$ cat src/rtl/axis_angle_rotation_matrix_macros.svh
// ----------------------------------------------------------------------------
// axis angle rotation matrix assertion macros
// shared concurrent assertion forms used at the end of the top level
// ----------------------------------------------------------------------------
`ifndef AXIS_ANGLE_ROTATION_MATRIX_MACROS_SVH
`define AXIS_ANGLE_ROTATION_MATRIX_MACROS_SVH

// same-cycle implication
`define AARM_ASSERT(lbl, clk, rst, ante, cons, msg) \
   lbl: assert property (@(posedge clk) disable iff (rst) (ante) |-> (cons)) \
      else $error(msg);

// next-cycle implication
`define AARM_ASSERT_NEXT(lbl, clk, rst, ante, cons, msg) \
   lbl: assert property (@(posedge clk) disable iff (rst) (ante) |=> (cons)) \
      else $error(msg);

`endif

$ cat src/rtl/aarm_pkg.sv
// ----------------------------------------------------------------------------
// aarm_pkg
// types, widths and the arctangent table of the axis angle rotation matrix
// ----------------------------------------------------------------------------
package aarm_pkg;

   localparam int ANGLE_BITS    = 16;
   localparam int COEF_BITS     = 16;
   localparam int CORDIC_STAGES = 16;

   localparam int PHASE_W = 16;
   localparam int AXIS_W  = 16;
   localparam int ENTRY_W = 16;

   // cordic x/y carry COEF_BITS fraction bits plus headroom for gain growth
   localparam int XY_W = COEF_BITS + 3;
   // turn accumulator, 2^32 is a full turn, one guard bit
   localparam int Z_W  = 33;

   localparam logic [31:0] GAIN_K32 = 32'h9B74EDA8;

   typedef struct packed {
      logic        [PHASE_W-1:0] angle_phase;
      logic signed [AXIS_W-1:0]  axis_x;
      logic signed [AXIS_W-1:0]  axis_y;
      logic signed [AXIS_W-1:0]  axis_z;
   } req_type;

   typedef struct packed {
      logic signed [ENTRY_W-1:0] m00;
      logic signed [ENTRY_W-1:0] m01;
      logic signed [ENTRY_W-1:0] m02;
      logic signed [ENTRY_W-1:0] m10;
      logic signed [ENTRY_W-1:0] m11;
      logic signed [ENTRY_W-1:0] m12;
      logic signed [ENTRY_W-1:0] m20;
      logic signed [ENTRY_W-1:0] m21;
      logic signed [ENTRY_W-1:0] m22;
   } rsp_type;

   typedef struct packed {
      logic signed [AXIS_W-1:0] axis_x;
      logic signed [AXIS_W-1:0] axis_y;
      logic signed [AXIS_W-1:0] axis_z;
   } axis_type;

   // sine and cosine in Q2.(COEF_BITS-2) with the axis riding along
   typedef struct packed {
      axis_type                   axis;
      logic signed [COEF_BITS-1:0] sine;
      logic signed [COEF_BITS-1:0] cosine;
   } trig_type;

   // round(atan(2^-i) / (2 pi) * 2^32)
   function automatic logic [31:0] atan_turn(input int idx);
      logic [31:0] val;
      case (idx)
         0:       val = 32'h20000000;
         1:       val = 32'h12E4051E;
         2:       val = 32'h09FB385B;
         3:       val = 32'h051111D4;
         4:       val = 32'h028B0D43;
         5:       val = 32'h0145D7E1;
         6:       val = 32'h00A2F61E;
         7:       val = 32'h00517C55;
         8:       val = 32'h0028BE53;
         9:       val = 32'h00145F2F;
         10:      val = 32'h000A2F98;
         11:      val = 32'h000517CC;
         12:      val = 32'h00028BE6;
         13:      val = 32'h000145F3;
         14:      val = 32'h0000A2FA;
         15:      val = 32'h0000517D;
         16:      val = 32'h000028BE;
         17:      val = 32'h0000145F;
         18:      val = 32'h00000A30;
         19:      val = 32'h00000518;
         20:      val = 32'h0000028C;
         21:      val = 32'h00000146;
         22:      val = 32'h000000A3;
         23:      val = 32'h00000051;
         default: val = 32'h00000000;
      endcase
      return val;
   endfunction

endpackage

$ cat src/rtl/aarm_cordic.sv
// ----------------------------------------------------------------------------
// aarm_cordic
// pipelined rotation-mode cordic, one stage per iteration, gives sine/cosine
// ----------------------------------------------------------------------------
module aarm_cordic
   import aarm_pkg::*;
(
   input  logic     clock,
   input  logic     reset,
   input  logic     in_valid,
   output logic     in_ready,
   input  req_type  in_data,
   output logic     out_valid,
   input  logic     out_ready,
   output trig_type out_data
);

   // prologue, one stage per iteration, rounding stage
   localparam int NS   = CORDIC_STAGES + 2;
   localparam int LAST = NS - 1;
   localparam int KS   = 32 - COEF_BITS;

   localparam logic [63:0] X_INIT64 = (64'(GAIN_K32) + ((64'd1 << KS) >> 1)) >> KS;
   localparam logic signed [XY_W-1:0] X_INIT = XY_W'(X_INIT64);

   localparam logic [PHASE_W-1:0] ANGLE_MASK  = PHASE_W'((64'd1 << ANGLE_BITS) - 1);
   localparam int                 ANGLE_SHIFT = 32 - ANGLE_BITS;

   localparam logic signed [XY_W:0] LIM_HI = (XY_W+1)'((64'd1 << (COEF_BITS-1)) - 1);
   localparam logic signed [XY_W:0] LIM_LO = ~LIM_HI;

   logic [NS-1:0] valid_ff;
   logic [NS-1:0] valid_prev;
   logic [NS:0]   ready;

   logic signed [XY_W-1:0] x_ff    [CORDIC_STAGES+1];
   logic signed [XY_W-1:0] y_ff    [CORDIC_STAGES+1];
   logic signed [Z_W-1:0]  z_ff    [CORDIC_STAGES+1];
   logic                   flip_ff [CORDIC_STAGES+1];
   axis_type               axis_ff [CORDIC_STAGES+1];
   trig_type               trig_ff;

   logic [31:0]           z32;
   logic [31:0]           z32_red;
   logic                  flip;
   logic signed [Z_W-1:0] z_init;

   function automatic logic signed [COEF_BITS-1:0] trig_round(
      input logic signed [XY_W-1:0] v,
      input logic                   neg
   );
      logic signed [XY_W:0] w;
      logic signed [XY_W:0] r;
      logic signed [COEF_BITS-1:0] res;
      w = {v[XY_W-1], v};
      if (neg) begin
         w = -w;
      end
      r = (w + (XY_W+1)'(2)) >>> 2;
      if (r > LIM_HI) begin
         res = LIM_HI[COEF_BITS-1:0];
      end else if (r < LIM_LO) begin
         res = LIM_LO[COEF_BITS-1:0];
      end else begin
         res = r[COEF_BITS-1:0];
      end
      return res;
   endfunction

   // a stage takes new data when it is empty or its successor moves
   assign ready[NS] = out_ready;
   for (genvar k = 0; k < NS; k++) begin : g_ready
      assign ready[k] = !valid_ff[k] || ready[k+1];
   end

   assign valid_prev = {valid_ff[NS-2:0], in_valid};

   always_ff @(posedge clock) begin
      if (reset) begin
         valid_ff <= '0;
      end else begin
         valid_ff <= (valid_ff & ~ready[NS-1:0]) | (valid_prev & ready[NS-1:0]);
      end
   end

   // quadrants 1 and 2 are turned by half a turn, results negated later
   always_comb begin
      z32     = 32'(in_data.angle_phase & ANGLE_MASK) << ANGLE_SHIFT;
      flip    = z32[31] ^ z32[30];
      z32_red = {z32[31] ^ flip, z32[30:0]};
      z_init  = {{(Z_W-32){z32_red[31]}}, z32_red};
   end

   always_ff @(posedge clock) begin
      if (ready[0]) begin
         x_ff[0]    <= X_INIT;
         y_ff[0]    <= '0;
         z_ff[0]    <= z_init;
         flip_ff[0] <= flip;
         axis_ff[0] <= {in_data.axis_x, in_data.axis_y, in_data.axis_z};
      end
   end

   for (genvar i = 0; i < CORDIC_STAGES; i++) begin : g_iter
      logic signed [XY_W-1:0] dx;
      logic signed [XY_W-1:0] dy;
      logic signed [Z_W-1:0]  step;

      assign dx   = y_ff[i] >>> i;
      assign dy   = x_ff[i] >>> i;
      assign step = Z_W'(atan_turn(i));

      // zero residual turns the positive way
      always_ff @(posedge clock) begin
         if (ready[i+1]) begin
            if (!z_ff[i][Z_W-1]) begin
               x_ff[i+1] <= x_ff[i] - dx;
               y_ff[i+1] <= y_ff[i] + dy;
               z_ff[i+1] <= z_ff[i] - step;
            end else begin
               x_ff[i+1] <= x_ff[i] + dx;
               y_ff[i+1] <= y_ff[i] - dy;
               z_ff[i+1] <= z_ff[i] + step;
            end
            flip_ff[i+1] <= flip_ff[i];
            axis_ff[i+1] <= axis_ff[i];
         end
      end
   end

   always_ff @(posedge clock) begin
      if (ready[LAST]) begin
         trig_ff.axis   <= axis_ff[CORDIC_STAGES];
         trig_ff.cosine <= trig_round(x_ff[CORDIC_STAGES], flip_ff[CORDIC_STAGES]);
         trig_ff.sine   <= trig_round(y_ff[CORDIC_STAGES], flip_ff[CORDIC_STAGES]);
      end
   end

   assign in_ready  = ready[0];
   assign out_valid = valid_ff[LAST];
   assign out_data  = trig_ff;

endmodule

$ cat config.mk
export PLATFORM = sky130hd
export DESIGN_NAME = aarm_cordic
export DESIGN_NICKNAME = d
export VERILOG_FILES = /design/src/rtl/axis_angle_rotation_matrix_macros.svh /design/src/rtl/aarm_pkg.sv /design/src/rtl/aarm_cordic.sv
export SDC_FILE = /design/constraint.sdc
export NUM_CORES = 2
export LEC_CHECK = 0
export BUFFER_PORTS_ARGS = -buffer_cell sky130_fd_sc_hd__buf_4
export CAP_MARGIN = 30
export CORE_ASPECT_RATIO = 2
export CORE_MARGIN = 2
export CORE_UTILIZATION = 38
export CTS_CLUSTER_DIAMETER = 100
export CTS_CLUSTER_SIZE = 40
export DETAILED_ROUTE_END_ITERATION = 16
export SETUP_SLACK_MARGIN = 0.4
export SYNTH_ARGS = -nofsm -noshare
export SYNTH_HDL_FRONTEND = slang
export SYNTH_SLANG_ARGS = --single-unit
$ cat constraint.sdc
create_clock -name clock -period 9.4 [get_ports clock]
set_input_delay 0.47 -clock clock [delete_from_list [all_inputs] [get_ports clock]]
set_output_delay 0.47 -clock clock [all_outputs]
set_load 0.1 [all_outputs]
==> results.toml <==
[run_status]
status = "finished, final reports clean"

[routing]
ant_nets = 0
avgRoutedWirePerCell_um = 19.5
drcViolationCount = 0
viasPerCell = 5.27
vias = 69400
wirelength_mm = 257
initialDrtViolationCount = 3012
dr.pass1.iters = 7

[layout]
final_cell_mix = "edfxtp_1, ha_1, nor2_1"
drive_gt1_share_pct = 5.26
syn_to_final_growth_pct = 8.30
fin_area_um2 = 117000
final_nets = 10400
final_common_cell = "edfxtp_1"

[global_route]
grt_pass1_wl_mm = 394
antenna_found_initial = 7
grt_pass1_vias = 71900
grt_start_max_net_pins = 71
track_usage_pct = 17.5
grt_overflow = 0

[worst_setup_path]
crit_type = "flop to flop"
crit_chain = "and3b_1, clkinv_2, nor3_1, and2_1, inv_2, nor3_2, clkinvlp_4, buf_4, nand2_1, inv_1, buf_4, nor2_1, xnor2_1, ha_1, a21o_1, a21oi_1, nor2b_1, o21a_1, o41ai_1, o21ai_0, o41ai_1, o21ai_0, o41ai_1, xnor2_1"
critPathMaxStageDelay_ns = 0.61
worstPathMaxFanout = 50
r2r_end = "y_ff[8][18]"
cp_top_family = "simple AND/OR/NAND/NOR gates"
crit_buf_inv = 6
regToRegSetupSlack_ns = 1.95
slowest_stage = "o41ai_1"
r2r_cells = 24
arrival_ns = 7.96
startpoint_type = "flop"
cpMostUsedCell = "o41ai_1"
cp.required_ns = 9.91
endpoint_kind = "flop"

[floorplanning]
dieHeight_um = 757
io-pin-count = 150
die_w_um = 380
fp-row-count = 276
core_area_um2 = 282000
die_area_um2 = 288000
start_util_pct = 38.2

[timing]
drv_slew = 0
fin_crit_ns = 7.45
rsz0062_at_grt = "no"
finalSetupTns_ns = 0
finClkSkew_ns = 0.0825
slew_headroom_pct = 26.3
setup_viol = 0
whs_ns = 0.100
final_hold_viol_count = 0
achievable-frequency_mhz = 134
tightest_slew_ns = 1.11
timing.final.crit_share_pct = 79.2

[min_path]
hp-class = "primary input to flop"
hold_path_depth = 2
min_to = "flip_ff[0]"
min_from = "in_data[63]"

[synthesis]
postSynthCellCount = 9082
ys.flop_type = "edfxtp_1"
async_flop_share_pct = 0
synth_area_per_cell_um2 = 11.9
synth_cell_types = 88
ys_warn_count = 0
synth_mux_area_share_pct = 0.423
seq_area_frac_synth_pct = 53.7
synth_edf_count = 1915
synthAdderAreaFrac_pct = 12.0
synth_compound_gate_area_share_pct = 13.0
synthXorXnorAreaFrac_pct = 8.29
synth_area_um2 = 108000
synth-simple-area-share_pct = 10.7
synth_top_family_by_area = "compound AO/OA/AOI/OAI gates"
synth-seq-cells = 1933

[clocking]
tritoncts = "done"
cts_resized = 0
clk_pin_slew_ns = 0.14
clockBufferDepth = 3
clk_latency_ns = 0.82
holdBufCountCts = 66
cts_buffers = 60
h-tree-depth = 2
cts_setup_buffers = 0
cts.sinks = 1933
cts_root_buffer = "clkbuf_16"

[place]
place_area_um2 = 114000
io_buffer_count = 149
dp_hpwl_mm = 210
gp_congestion = 0.948

[job]
drv_cap = 0
## worst register-to-register path, stage by stage (launching register included)
cell and delay, ns:
dfxtp_2 0.39, and3b_1 0.37, clkinv_2 0.11, nor3_1 0.53, and2_1 0.38, inv_2 0.08
nor3_2 0.53, clkinvlp_4 0.17, buf_4 0.32, nand2_1 0.50, inv_1 0.08, buf_4 0.26
nor2_1 0.16, xnor2_1 0.14, ha_1 0.29, a21o_1 0.19, a21oi_1 0.23, nor2b_1 0.15
o21a_1 0.21, o41ai_1 0.62, o21ai_0 0.33, o41ai_1 0.47, o21ai_0 0.21, o41ai_1 0.34
xnor2_1 0.11
## worst max path at each step
stage,startpoint,endpoint,slack [ns],depth (start not counted)
finish,flop,y_ff[8][18],1.95,24
floorplan,flop,x_ff[8][18],0.62,23
global placement,out_ready,y_ff[4][18],1.46,19
CTS,flop,y_ff[8][18],1.81,24
global route,flop,y_ff[8][18],1.17,24
detailed placement,out_ready,x_ff[8][18],1.57,23
## flip-flops by register name (all words and copies together) (netlist names), named ones only
signal    cells
axis_ff     816
z_ff        437
y_ff        284
x_ff        281
out_data     80
flip_ff      17
## per-stage QoR
step	util, %	std cells	worst slack (ns)
after floorplan	-	9084	0.618
after global placement	40.3	13000	1.46
after detailed placement	40.4	13000	1.57
after CTS	41.3	13100	1.81
after global routing	41.3	13200	1.17
final	41.3	13200	1.95
## Yosys cell counts, drive strengths merged (56+ instances only)
| library cell | count | area [um^2] |
|---|---|---|
| o41ai | 90 | 788 |
| a21oi | 623 | 3120 |
| o21ai | 450 | 2290 |
| or3 | 107 | 669 |
| xnor2 | 700 | 6130 |
| and3 | 102 | 638 |
| a21o | 205 | 1540 |
| nor3 | 244 | 1220 |
| and2 | 58 | 363 |
| nand2 | 487 | 1830 |
| xor2 | 319 | 2790 |
| o31ai | 104 | 786 |
| ha | 971 | 12100 |
| a31oi | 56 | 350 |
| nor2 | 772 | 2900 |
| nand3 | 209 | 1050 |
| nor2b | 143 | 895 |
| o21bai | 73 | 548 |
| clkbuf | 82 | 308 |
| a211oi | 90 | 676 |
| nand2b | 81 | 507 |
| o21a | 149 | 1120 |
| inv | 382 | 1430 |
| edfxtp | 1915 | 57500 |
## metal layers
layer  global-route usage, %  vias to the layer above  wire (um)
met3                    1.41                      680       5160
met1                    13.8                    33100      76800
met4                    14.8                        0      25600
li1                        -                    34500          -
met2                    37.1                     1145     150000
met5                       0                        -          0
## logic make-up after synthesis
kind of cell,count (synthesis)
other cells,2
mux,44
compound gates,2164
simple gates,2416
flops,1933
xor+xnor,1019
fa+ha+maj,1012
buf+inv,492
## area by class of cell
type                    instances  area (um^2)
diodes                          9         22.5
clock buffers                  87         1600
clock inverters                24          392
fillers                     26300       165000
inverters                     389         1470
multi-input cells            6659        48100
flip-flops and latches       1933        57900
well taps                    3753         4700
repair buffers                306         2530
Power is not shown: default switching activity piles up to over one toggle a cycle in this logic, so the estimate is an artifact.
